<file path="config.mk">
export PLATFORM = sky130hd
export DESIGN_NAME = mov_instruction_byte_decoder_top_flat
export DESIGN_NICKNAME = d
export VERILOG_FILES = /design/src/design/mbd_pkg.sv /design/src/design/mbd_channels.sv /design/src/design/mov_instruction_byte_decoder_top.sv /design/src/design/mbd_in_stage.sv /design/src/design/mbd_core.sv /design/src/design/mbd_out_stage.sv /design/src/flat_wrapper.sv
export VERILOG_INCLUDE_DIRS = /design/src /design/src/design
export SDC_FILE = /design/constraint.sdc
export NUM_CORES = 1
export LEC_CHECK = 0
export BUFFER_PORTS_ARGS = -buffer_cell sky130_fd_sc_hd__buf_4
export CAP_MARGIN = 15
export CELL_PAD_IN_SITES_DETAIL_PLACEMENT = 1
export CELL_PAD_IN_SITES_GLOBAL_PLACEMENT = 1
export CORE_ASPECT_RATIO = 1.1
export CORE_MARGIN = 2
export CORE_UTILIZATION = 40
export DETAILED_ROUTE_END_ITERATION = 12
export PLACE_DENSITY = 0.78
export SLEW_MARGIN = 20
export SYNTH_ARGS = -nofsm -noshare
export SYNTH_HDL_FRONTEND = slang
export SYNTH_HIERARCHICAL = 1
export SYNTH_SLANG_ARGS = --single-unit
</file>
<file path="constraint.sdc">
create_clock -name clock -period 6.8 [get_ports clock]
set_clock_uncertainty 0.15 [all_clocks]
set_input_delay 0 -clock clock [delete_from_list [all_inputs] [get_ports clock]]
set_output_delay 0 -clock clock [all_outputs]
set_load 0.1 [all_outputs]
</file>
<file path="src/design/mov_instruction_byte_decoder_top_macros.svh">
// ----------------------------------------------------------------------------
// Assertion macros for the MOV byte decoder
// Concurrent check wrappers; they compile to nothing when SYNTHESIS is set.
// ----------------------------------------------------------------------------
`ifndef MOV_INSTRUCTION_BYTE_DECODER_TOP_MACROS_SVH
`define MOV_INSTRUCTION_BYTE_DECODER_TOP_MACROS_SVH

`ifndef SYNTHESIS
// same-cycle implication
`define MBD_ASSERT_NOW(label, clk, rst, ante, cons) \
   label: assert property (@(posedge clk) disable iff (rst) (ante) |-> (cons)) \
      else $error("assertion failed: same-cycle implication");
// next-cycle implication
`define MBD_ASSERT_NEXT(label, clk, rst, ante, cons) \
   label: assert property (@(posedge clk) disable iff (rst) (ante) |=> (cons)) \
      else $error("assertion failed: next-cycle implication");
`else
`define MBD_ASSERT_NOW(label, clk, rst, ante, cons)
`define MBD_ASSERT_NEXT(label, clk, rst, ante, cons)
`endif

`endif

</file>
<file path="src/design/mbd_pkg.sv">
// ----------------------------------------------------------------------------
// MOV byte decoder package
// Shared types and opcode constants.
// ----------------------------------------------------------------------------
package mbd_pkg;

   localparam int BYTE_W = 8;
   localparam int WORD_W = 16;

   // opcode patterns
   localparam logic [5:0] OPC_RM_REG  = 6'b100010;  // 100010dw
   localparam logic [3:0] OPC_IMM_REG = 4'b1011;    // 1011wreg

   // MOD / R/M codes
   localparam logic [1:0] MOD_MEM_NODISP = 2'd0;
   localparam logic [1:0] MOD_MEM_DISP8  = 2'd1;
   localparam logic [1:0] MOD_MEM_DISP16 = 2'd2;
   localparam logic [1:0] MOD_REGISTER   = 2'd3;
   localparam logic [2:0] RM_DIRECT      = 3'd6;

   // argument byte position
   localparam logic [1:0] IDX_OPCODE = 2'd0;
   localparam logic [1:0] IDX_ARG1   = 2'd1;
   localparam logic [1:0] IDX_ARG2   = 2'd2;
   localparam logic [1:0] IDX_ARG3   = 2'd3;

   // result status / form codes
   localparam logic STATUS_OK    = 1'b0;
   localparam logic STATUS_ERROR = 1'b1;
   localparam logic FORM_RM_REG  = 1'b0;
   localparam logic FORM_IMM_REG = 1'b1;

   typedef struct packed {
      logic              status;
      logic              form;
      logic              word_op;
      logic              reg_is_dest;
      logic [1:0]        mode;
      logic [2:0]        reg_field;
      logic [2:0]        rm_field;
      logic [WORD_W-1:0] displacement;
      logic [WORD_W-1:0] immediate;
   } result_type;

   // input stage -> core
   typedef struct packed {
      logic              fire;
      logic [BYTE_W-1:0] code_byte;
   } step_type;

   // core -> output stage
   typedef struct packed {
      logic       load;
      result_type data;
   } emit_type;

endpackage

</file>
<file path="src/design/mbd_channels.sv">
// ----------------------------------------------------------------------------
// MOV byte decoder channels
// Valid/ready interfaces for the byte stream and the decoded results.
// ----------------------------------------------------------------------------
interface mbd_req_if;
   import mbd_pkg::*;

   logic              valid;
   logic              ready;
   logic [BYTE_W-1:0] code_byte;

   modport source (output valid, output code_byte, input ready);
   modport sink   (input valid, input code_byte, output ready);
endinterface

interface mbd_rsp_if;
   import mbd_pkg::*;

   logic              valid;
   logic              ready;
   logic              status;
   logic              form;
   logic              word_op;
   logic              reg_is_dest;
   logic [1:0]        mode;
   logic [2:0]        reg_field;
   logic [2:0]        rm_field;
   logic [WORD_W-1:0] displacement;
   logic [WORD_W-1:0] immediate;

   modport source (output valid, output status, output form, output word_op,
                   output reg_is_dest, output mode, output reg_field,
                   output rm_field, output displacement, output immediate,
                   input ready);
   modport sink   (input valid, input status, input form, input word_op,
                   input reg_is_dest, input mode, input reg_field,
                   input rm_field, input displacement, input immediate,
                   output ready);
endinterface

</file>
<file path="src/design/mov_instruction_byte_decoder_top.sv">
// A result reaches rsp_ch through the byte register and then the result register.
// Throughput: one byte per cycle; req_ch.ready stays high while the result register
//   is empty or being drained, so stalls come only from rsp_ch backpressure.
// Reset: synchronous, active high; clears the handshake registers and the decode state
//   (awaiting an opcode, not halted).
// ----------------------------------------------------------------------------
// MOV instruction byte decoder, top level
// Decodes MOV r/m<->reg (100010dw) and MOV imm->reg (1011wreg) from a byte stream.
// ----------------------------------------------------------------------------
module mov_instruction_byte_decoder_top (
   input  logic clock,
   input  logic reset,
   mbd_req_if.sink   req_ch,
   mbd_rsp_if.source rsp_ch
);
   import mbd_pkg::*;

   // Pipeline: byte register -> decode logic -> result register.
   // The decode state (position within the instruction, latched fields,
   // displacement and immediate accumulators) lives in the core and is
   // updated only when the registered byte advances, i.e. when the result
   // register can take whatever that byte produces.
   step_type step;
   emit_type emit;
   logic     can_take;

   // Input register: holds one byte, refilled in the cycle it advances.
   mbd_in_stage u_in (
      .clock    (clock),
      .reset    (reset),
      .req_ch   (req_ch),
      .can_take (can_take),
      .step     (step)
   );

   // Decode core: opcode match, ModRM split, displacement/data assembly,
   // error halt. Emits at most one result per byte.
   mbd_core u_core (
      .clock (clock),
      .reset (reset),
      .step  (step),
      .emit  (emit)
   );

   // Result register: parts the decode from rsp_ch so a waiting result
   // does not stop the next byte from being taken.
   mbd_out_stage u_out (
      .clock    (clock),
      .reset    (reset),
      .emit     (emit),
      .can_take (can_take),
      .rsp_ch   (rsp_ch)
   );

endmodule

</file>
<file path="src/design/mbd_in_stage.sv">
// ----------------------------------------------------------------------------
// MOV byte decoder input stage
// Registers one code byte; refills in the cycle it is consumed.
// ----------------------------------------------------------------------------
module mbd_in_stage (
   input  logic              clock,
   input  logic              reset,
   mbd_req_if.sink           req_ch,
   input  logic              can_take,
   output mbd_pkg::step_type step
);
   import mbd_pkg::*;

   logic              in_valid_ff;
   logic              in_valid_in;
   logic [BYTE_W-1:0] byte_ff;
   logic [BYTE_W-1:0] byte_in;
   logic              advance;
   logic              take;

   assign advance      = in_valid_ff && can_take;
   assign req_ch.ready = !in_valid_ff || can_take;
   assign take         = req_ch.valid && req_ch.ready;

   always_comb begin
      in_valid_in = in_valid_ff;
      byte_in     = byte_ff;
      if (take) begin
         in_valid_in = 1'b1;
         byte_in     = req_ch.code_byte;
      end else if (advance) begin
         in_valid_in = 1'b0;
      end
   end

   always_ff @(posedge clock) begin
      if (reset) begin
         in_valid_ff <= 1'b0;
      end else begin
         in_valid_ff <= in_valid_in;
      end
      byte_ff <= byte_in;
   end

   assign step.fire      = advance;
   assign step.code_byte = byte_ff;

endmodule

</file>
<file path="src/design/mbd_core.sv">
// ----------------------------------------------------------------------------
// MOV byte decoder core
// Per-byte decode state and result formation for the two MOV forms.
// ----------------------------------------------------------------------------
`include "mov_instruction_byte_decoder_top_macros.svh"

module mbd_core (
   input  logic              clock,
   input  logic              reset,
   input  mbd_pkg::step_type step,
   output mbd_pkg::emit_type emit
);
   import mbd_pkg::*;

   logic              reading_ff, reading_in;
   logic [1:0]        idx_ff, idx_in;
   logic              form_ff, form_in;
   logic              word_ff, word_in;
   logic              dir_ff, dir_in;
   logic [1:0]        mod_ff, mod_in;
   logic [2:0]        reg_ff, reg_in;
   logic [2:0]        rm_ff, rm_in;
   logic [WORD_W-1:0] disp_ff, disp_in;
   logic [WORD_W-1:0] data_ff, data_in;
   logic              halted_ff, halted_in;
   logic              done;
   logic              bad_opcode;
   logic [BYTE_W-1:0] b;

   assign b = step.code_byte;

   always_comb begin
      reading_in = reading_ff;
      idx_in     = idx_ff;
      form_in    = form_ff;
      word_in    = word_ff;
      dir_in     = dir_ff;
      mod_in     = mod_ff;
      reg_in     = reg_ff;
      rm_in      = rm_ff;
      disp_in    = disp_ff;
      data_in    = data_ff;
      halted_in  = halted_ff;
      done       = 1'b0;
      bad_opcode = 1'b0;

      if (step.fire && !halted_ff) begin
         if (!reading_ff) begin
            if (b[7:2] == OPC_RM_REG) begin
               form_in    = FORM_RM_REG;
               word_in    = b[0];
               dir_in     = b[1];
               reading_in = 1'b1;
               idx_in     = IDX_ARG1;
            end else if (b[7:4] == OPC_IMM_REG) begin
               form_in    = FORM_IMM_REG;
               word_in    = b[3];
               reg_in     = b[2:0];
               reading_in = 1'b1;
               idx_in     = IDX_ARG1;
            end else begin
               bad_opcode = 1'b1;
               halted_in  = 1'b1;
            end
         end else if (form_ff == FORM_RM_REG) begin
            case (idx_ff)
               IDX_ARG1: begin
                  mod_in  = b[7:6];
                  reg_in  = b[5:3];
                  rm_in   = b[2:0];
                  disp_in = '0;
                  if (b[7:6] == MOD_REGISTER ||
                      (b[7:6] == MOD_MEM_NODISP && b[2:0] != RM_DIRECT)) begin
                     done = 1'b1;
                  end else begin
                     idx_in = IDX_ARG2;
                  end
               end
               IDX_ARG2: begin
                  disp_in = {{(WORD_W-BYTE_W){1'b0}}, b};
                  if (mod_ff == MOD_MEM_DISP8) begin
                     done = 1'b1;
                  end else begin
                     idx_in = IDX_ARG3;
                  end
               end
               IDX_ARG3: begin
                  disp_in = {b, disp_ff[BYTE_W-1:0]};
                  done    = 1'b1;
               end
               default: begin
                  reading_in = 1'b0;
                  idx_in     = IDX_OPCODE;
               end
            endcase
         end else begin
            case (idx_ff)
               IDX_ARG1: begin
                  data_in = {{(WORD_W-BYTE_W){1'b0}}, b};
                  if (!word_ff) begin
                     done = 1'b1;
                  end else begin
                     idx_in = IDX_ARG2;
                  end
               end
               IDX_ARG2: begin
                  data_in = {b, data_ff[BYTE_W-1:0]};
                  done    = 1'b1;
               end
               default: begin
                  reading_in = 1'b0;
                  idx_in     = IDX_OPCODE;
               end
            endcase
         end
         if (done) begin
            reading_in = 1'b0;
            idx_in     = IDX_OPCODE;
         end
      end
   end

   // result built from the updated field values
   always_comb begin
      emit.load = done || bad_opcode;
      emit.data = '0;
      if (bad_opcode) begin
         emit.data.status = STATUS_ERROR;
      end else begin
         emit.data.status    = STATUS_OK;
         emit.data.form      = form_in;
         emit.data.word_op   = word_in;
         emit.data.reg_field = reg_in;
         if (form_in == FORM_IMM_REG) begin
            emit.data.reg_is_dest = 1'b1;
            emit.data.immediate   = data_in;
         end else begin
            emit.data.reg_is_dest  = dir_in;
            emit.data.mode         = mod_in;
            emit.data.rm_field     = rm_in;
            emit.data.displacement = disp_in;
         end
      end
   end

   always_ff @(posedge clock) begin
      if (reset) begin
         reading_ff <= 1'b0;
         idx_ff     <= IDX_OPCODE;
         form_ff    <= 1'b0;
         word_ff    <= 1'b0;
         dir_ff     <= 1'b0;
         mod_ff     <= '0;
         reg_ff     <= '0;
         rm_ff      <= '0;
         disp_ff    <= '0;
         data_ff    <= '0;
         halted_ff  <= 1'b0;
      end else begin
         reading_ff <= reading_in;
         idx_ff     <= idx_in;
         form_ff    <= form_in;
         word_ff    <= word_in;
         dir_ff     <= dir_in;
         mod_ff     <= mod_in;
         reg_ff     <= reg_in;
         rm_ff      <= rm_in;
         disp_ff    <= disp_in;
         data_ff    <= data_in;
         halted_ff  <= halted_in;
      end
   end

   // once halted, nothing more comes out until reset
   `MBD_ASSERT_NEXT(a_halt_sticky, clock, reset, halted_ff, halted_ff && !emit.load)
   // an error result halts the decoder
   `MBD_ASSERT_NEXT(a_error_halts, clock, reset, bad_opcode, halted_ff)
   // a completed instruction returns to opcode fetch
   `MBD_ASSERT_NEXT(a_done_rearms, clock, reset, done, !reading_ff && idx_ff == IDX_OPCODE)

endmodule

</file>
<file path="src/design/mbd_out_stage.sv">
// ----------------------------------------------------------------------------
// MOV byte decoder output stage
// Result register toward the response channel.
// ----------------------------------------------------------------------------
`include "mov_instruction_byte_decoder_top_macros.svh"

module mbd_out_stage (
   input  logic              clock,
   input  logic              reset,
   input  mbd_pkg::emit_type emit,
   output logic              can_take,
   mbd_rsp_if.source         rsp_ch
);
   import mbd_pkg::*;

   logic       rsp_valid_ff, rsp_valid_in;
   result_type rsp_data_ff, rsp_data_in;

   // free, or being emptied this cycle
   assign can_take = !rsp_valid_ff || rsp_ch.ready;

   always_comb begin
      rsp_valid_in = rsp_valid_ff;
      rsp_data_in  = rsp_data_ff;
      if (emit.load) begin
         rsp_valid_in = 1'b1;
         rsp_data_in  = emit.data;
      end else if (rsp_ch.ready) begin
         rsp_valid_in = 1'b0;
      end
   end

   always_ff @(posedge clock) begin
      if (reset) begin
         rsp_valid_ff <= 1'b0;
      end else begin
         rsp_valid_ff <= rsp_valid_in;
      end
      rsp_data_ff <= rsp_data_in;
   end

   assign rsp_ch.valid        = rsp_valid_ff;
   assign rsp_ch.status       = rsp_data_ff.status;
   assign rsp_ch.form         = rsp_data_ff.form;
   assign rsp_ch.word_op      = rsp_data_ff.word_op;
   assign rsp_ch.reg_is_dest  = rsp_data_ff.reg_is_dest;
   assign rsp_ch.mode         = rsp_data_ff.mode;
   assign rsp_ch.reg_field    = rsp_data_ff.reg_field;
   assign rsp_ch.rm_field     = rsp_data_ff.rm_field;
   assign rsp_ch.displacement = rsp_data_ff.displacement;
   assign rsp_ch.immediate    = rsp_data_ff.immediate;

   // never overwrite a result that has not been transferred
   `MBD_ASSERT_NOW(a_no_overwrite, clock, reset, emit.load, can_take)

endmodule

</file>
<file path="src/flat_wrapper.sv">
// flat-port wrapper written by rule: the top's interface ports become plain ports
module mov_instruction_byte_decoder_top_flat import mbd_pkg::*;
  (clock, reset, req_ch_valid, req_ch_code_byte, req_ch_ready, rsp_ch_valid, rsp_ch_status, rsp_ch_form, rsp_ch_word_op, rsp_ch_reg_is_dest, rsp_ch_mode, rsp_ch_reg_field, rsp_ch_rm_field, rsp_ch_displacement, rsp_ch_immediate, rsp_ch_ready);
  mbd_req_if req_ch_i ();
  mbd_rsp_if rsp_ch_i ();
  input  logic clock;
  input  logic reset;
  input wire logic [$bits(req_ch_i.valid)-1:0] req_ch_valid;
  input wire logic [$bits(req_ch_i.code_byte)-1:0] req_ch_code_byte;
  output wire logic [$bits(req_ch_i.ready)-1:0] req_ch_ready;
  output wire logic [$bits(rsp_ch_i.valid)-1:0] rsp_ch_valid;
  output wire logic [$bits(rsp_ch_i.status)-1:0] rsp_ch_status;
  output wire logic [$bits(rsp_ch_i.form)-1:0] rsp_ch_form;
  output wire logic [$bits(rsp_ch_i.word_op)-1:0] rsp_ch_word_op;
  output wire logic [$bits(rsp_ch_i.reg_is_dest)-1:0] rsp_ch_reg_is_dest;
  output wire logic [$bits(rsp_ch_i.mode)-1:0] rsp_ch_mode;
  output wire logic [$bits(rsp_ch_i.reg_field)-1:0] rsp_ch_reg_field;
  output wire logic [$bits(rsp_ch_i.rm_field)-1:0] rsp_ch_rm_field;
  output wire logic [$bits(rsp_ch_i.displacement)-1:0] rsp_ch_displacement;
  output wire logic [$bits(rsp_ch_i.immediate)-1:0] rsp_ch_immediate;
  input wire logic [$bits(rsp_ch_i.ready)-1:0] rsp_ch_ready;
  assign req_ch_i.valid = req_ch_valid;
  assign req_ch_i.code_byte = req_ch_code_byte;
  assign req_ch_ready = req_ch_i.ready;
  assign rsp_ch_valid = rsp_ch_i.valid;
  assign rsp_ch_status = rsp_ch_i.status;
  assign rsp_ch_form = rsp_ch_i.form;
  assign rsp_ch_word_op = rsp_ch_i.word_op;
  assign rsp_ch_reg_is_dest = rsp_ch_i.reg_is_dest;
  assign rsp_ch_mode = rsp_ch_i.mode;
  assign rsp_ch_reg_field = rsp_ch_i.reg_field;
  assign rsp_ch_rm_field = rsp_ch_i.rm_field;
  assign rsp_ch_displacement = rsp_ch_i.displacement;
  assign rsp_ch_immediate = rsp_ch_i.immediate;
  assign rsp_ch_i.ready = rsp_ch_ready;
  mov_instruction_byte_decoder_top u_core (.clock(clock), .reset(reset), .req_ch(req_ch_i), .rsp_ch(rsp_ch_i));
endmodule
</file>
Word level (Yosys, flattened, before mapping)
Index checks and enable logic that the tools add are counted.
- eq/ne operators: 13
- mux-type cells: 69
- bitwise gates (word level): 4
- reductions and logical operators: 21
- operators by type and width (kind ; number):
    two-way mux 16 bit ; 6
    case mux 16 bit (3 select lines) ; 1
    two-way mux 1 bit ; 35
    case mux 16 bit (2 select lines) ; 1
    two-way mux 3 bit ; 10
    two-way mux 2 bit ; 12
    != test 4 bit (second input constant) ; 3
    != test 5 bit (second input constant) ; 2
    AND reduction 7 bit ; 1
    == test 2 bit (second input constant) ; 3
    == test 6 bit (second input constant) ; 1
    case mux 2 bit (3 select lines) ; 1
    OR reduction 2 bit ; 3
    == test 2 x 1 -> 1 bit (second input constant) ; 2
    == test 4 bit (second input constant) ; 1
    logical AND 1 bit ; 4
    logical OR 1 bit ; 4
    inverter 1 bit ; 4
    case mux 2 bit (2 select lines) ; 1
    AND reduction 4 bit ; 1
    nonzero test 2 bit ; 2
    nonzero test 4 bit ; 1
    zero test 1 bit ; 3
    != test 3 bit (second input constant) ; 1
    other kinds (4) ; 4
- bits in registers: 101
- input port bits: 12
- output and inout port bits: 46
- logic and storage cells: 130

Longest topological paths before layout
- depth in word-level cells: 11
- gate-level depth with buffers: 9
- mapped depth without buffers: 8

By module
The synthesis kept the hierarchy.
- modules (own cells, without submodules) (module ; instances ; cells an instance ; area an instance (um^2) ; sequential area each (um^2)):
    mbd_core ; 1 ; 290 ; 2368.5 ; 940.9
    mbd_out_stage ; 1 ; 48 ; 1367.6 ; 1341.3
    mbd_in_stage ; 1 ; 15 ; 310.3 ; 260.2

Worst setup path before layout
OpenSTA, ideal clock, no wires.
- path kind: register -> register
- from: register u_core.u_core.idx_ff[1]
- to: register u_core.u_out.rsp_data_ff, in the netlist u_core/u_out/rsp_ch.displacement[0], enable pin
- setup time: 0.516 ns
- arrival time: 4.677 ns
- data required time: 6.134 ns
- slack: 1.458 ns
- stages on the path, launching flop included: 7
- buffers on the path: 0
- clock period less this slack: 5.342 ns
- path through: dfxtp_1 -> inv_1 -> ha_1 -> inv_1 -> o41ai_2 -> o311ai_0 -> a21boi_0
- RTL lines (item ; line ; text):
    start: declaration ; mbd_core.sv:16 ; logic [1:0] idx_ff, idx_in;
    start signal: assignment ; mbd_core.sv:161 ; idx_ff <= idx_in;
    end signal: assignment ; mbd_out_stage.sv:39 ; rsp_data_ff <= rsp_data_in;
    end: declaration ; mbd_out_stage.sv:17 ; result_type rsp_data_ff, rsp_data_in;

==> qor.txt <==
First DRT Iteration DRCs: 149
Multi-input logic area: 1329 µm²
CTS tree: yes
Fin nets: 429
Endpoints failing hold: 0
Top_reg_cell synth: edfxtp_1
Seq/Total Area, Yosys: 0.6283
Async set-reset flop share out of synthesis: 0
Crit path max fanout: 29
Pin count of the biggest net entering global routing: 50
Initial core utilization: 0.4111
Worst hold path class: input pin to register
# rows: 38
Root buf cell: clkbuf_8
Synth-to-layout area growth: 19.60%
Via density: 5.362
Vias in the first global route: 2,947
Mapped Area: 4046 µm²
Average cell area after synthesis: 11.46 µm²
WP data arrival: 4.35 ns
Worst hold stages: 2
Yosys warnings: 6
Longest Clk Path Bufs: 2
Commonest non-fill, non-tap cell in the layout: nor2_1
Io pins: 58
DP HPWL: 6100 µm
Post-Syn Nets: 369
Grt ovf: 0
First-pass GRT wire length: 14,640 µm
Clock latency on the worst-skew pair: 0.35 ns
EDFF count, synth: 52
FF/Latch Area: 2542 µm²
Fmax: 238.3 MHz
Startpoint types: register
Die Ht: 109.5 µm
Clock transition at the registers of the reported paths: 0.09 ns
Status: completed
Synthesized flop and latch total: 101
GRT Overall Usage: 0.1756
Final setup viols: 0
Worst setup margin: 2.604 ns
Core area: 9842 µm²
Number of antenna diodes: 0
Met2 wire len: 4829 µm
TritonCTS Sinks: 101
H-tree depth: 3
Relative slew margins: 0.3432
Worst Path Required: 6.95 ns
IO Port Bufs: 57
Reg2reg end: u_core/u_out/rsp_ch.valid
Hold Path Origin: req_ch_code_byte[3]
WS Path Type: register to register
Initial antenna violation count: 0
Pwr dens: 245.9 nW/µm²
Worst setup EP type: register
Peak VDD IR: 0.1195 mV
Count of hold-fix buffers inserted at cts: 13
Fin. max-slew vios: 0
DP Area: 4509 µm²
Die area: 10,940 µm²
Leak pwr: 1.862 nW
Routed length per instance: 17.13 µm
Post-route ant nets: 0
Slew at the pin closest to its max-slew limit: 0.9852 ns
Post-cts sizing count: 0
Chip width: 99.90 µm
Max_cap viols: 0
Flop-to-flop setup slack: 2.60 ns
Top Metal Used: met4
Hold Crit Endpoint: u_core/u_in/byte_ff[3]
DP Worst Slack: 3.217 ns
Clock buffer count from CTS: 9
DRT Pass-1 Iters: 5
Via Count: 2,885
Routability cong.: 0.8826
Layout cell share with drive strength beyond 1: 0.2321
RSZ-0062 raised after global routing: no
Cells after synthesis: 353
Final worst-path cycle share: 0.6171
DRC: 0
Reg2reg start: u_core/u_core/idx_ff[0]
R2R cell count: 10
Met1 wire length: 3866 µm
Most frequent cells in the layout: nor2_1 (87), buf_4 (60), edfxtp_1 (52)
Overall power: 1.190 mW
Min Tclk post-route: 4.196 ns
Final instance area: 4840 µm²
Yosys cell types: 57
Layout filler cell count: 1,089
TNS Setup: 0 ns
Met3 wire len: 357 µm
Post-CTS setup repair buffer count: 0
DRT Wirelength: 9217 µm
-- through the flow --
step                std cells    util  hold slack (ns)
detailed placement        509  0.4582          0.02962
finish                    538  0.4917           0.2067
CTS                       538  0.4917           0.1894
floorplan                 353       -         -0.08756
global placement          509  0.4582          0.03160
global route              538  0.4917           0.1973
-- cells in the mapped netlist (2+ instances only) --
library cell | number | area (µm²)
a32oi_1 | 16 | 140.1
nand4b_1 | 2 | 17.52
clkbuf_1 | 9 | 33.78
nand2b_4 | 2 | 27.53
a21oi_1 | 12 | 60.06
and3_1 | 6 | 37.54
inv_1 | 10 | 37.54
buf_4 | 7 | 52.55
or2_2 | 2 | 12.51
nand2_1 | 7 | 26.28
nor2_1 | 87 | 326.6
mux2i_1 | 6 | 60.06
and2_1 | 2 | 12.51
a21oi_2 | 3 | 26.28
ha_1 | 4 | 50.05
nor2b_1 | 11 | 68.82
nand3_1 | 6 | 30.03
o21ai_0 | 7 | 35.03
dfxtp_1 | 49 | 980.9
nor3_1 | 4 | 20.02
a31oi_1 | 9 | 56.30
nor4_1 | 2 | 12.51
edfxtp_1 | 52 | 1562
buf_2 | 5 | 25.02
-- sequential cells by signal (all words and copies together) (netlist names), 2 cells and up --
name	count
u_core/u_out/rsp_ch.immediate	16
u_core/u_core/reg_ff	3
u_core/u_core/disp_ff	16
u_core/u_core/idx_ff	2
u_core/u_core/rm_ff	3
u_core/u_in/byte_ff	8
u_core/u_core/mod_ff	2
u_core/u_out/rsp_ch.reg_field	3
u_core/u_core/data_ff	16
u_core/u_out/rsp_ch.rm_field	3
u_core/u_out/rsp_ch.mode	2
u_core/u_out/rsp_ch.displacement	16
-- layer usage --
| layer | vias up | GRT usage |
|---|---|---|
| li1 | 1361 | - |
| met4 | 0 | 0.06360 |
| met3 | 13 | 0.03942 |
| met1 | 1441 | 0.2039 |
| met5 | - | 0 |
| met2 | 70 | 0.3185 |
-- cell families after synthesis --
kind of cell / after synthesis / synth area share
AOI/OAI and AO/OA: 61 / 0.1150
muxes: 7 / 0.01763
buffers and inverters: 34 / 0.04607
adders and majority gates: 4 / 0.01237
and+or+nand+nor: 146 / 0.1806
DFF: 101 / 0.6283
-- cell type report --
cell class / count / share of cell area
Tap cell: 120 / 0.03102
Timing Repair Buffer: 73 / 0.1200
Sequential cell: 101 / 0.5253
Clock buffer: 11 / 0.02921
Clock inverter: 5 / 0.01215
Multi-Input combinational cell: 218 / 0.2746
Inverter: 10 / 0.007756
-- critical path, stage by stage, from the launching register on --
cell and delay (ns):
dfxtp_1 0.36, inv_1 0.09, ha_1 0.54, inv_1 0.21, nor3b_1 0.52, o311ai_0 0.38
a21boi_4 0.63, buf_4 0.48, inv_1 0.10, a21oi_2 0.11, dlygate4sd3_1 0.55
-- worst max path at each step --
stage,from,cells after the start,end,slack (ns)
CTS,u_core/u_core/idx_ff[0],10,u_core/u_out/rsp_ch.valid,2.68
global placement,u_core/u_core/idx_ff[1],7,u_core/u_out/rsp_ch.word_op,3.40
global route,u_core/u_core/idx_ff[0],10,u_core/u_out/rsp_ch.valid,2.38
finish,u_core/u_core/idx_ff[0],10,u_core/u_out/rsp_ch.valid,2.60
floorplan,u_core/u_core/idx_ff[1],6,u_core/u_out/rsp_ch.displacement[0],1.46
detailed placement,u_core/u_core/idx_ff[1],7,u_core/u_out/rsp_ch.displacement[3],3.22
-- power by group --
| group | internal (mW) | switching, mW |
|---|---|---|
| logic | 0.0308 | 0.109 |
| clock network | 0.181 | 0.200 |
| registers | 0.655 | 0.0141 |
| total | 0.867 | 0.323 |
Power figures use the tool's default switching activity.
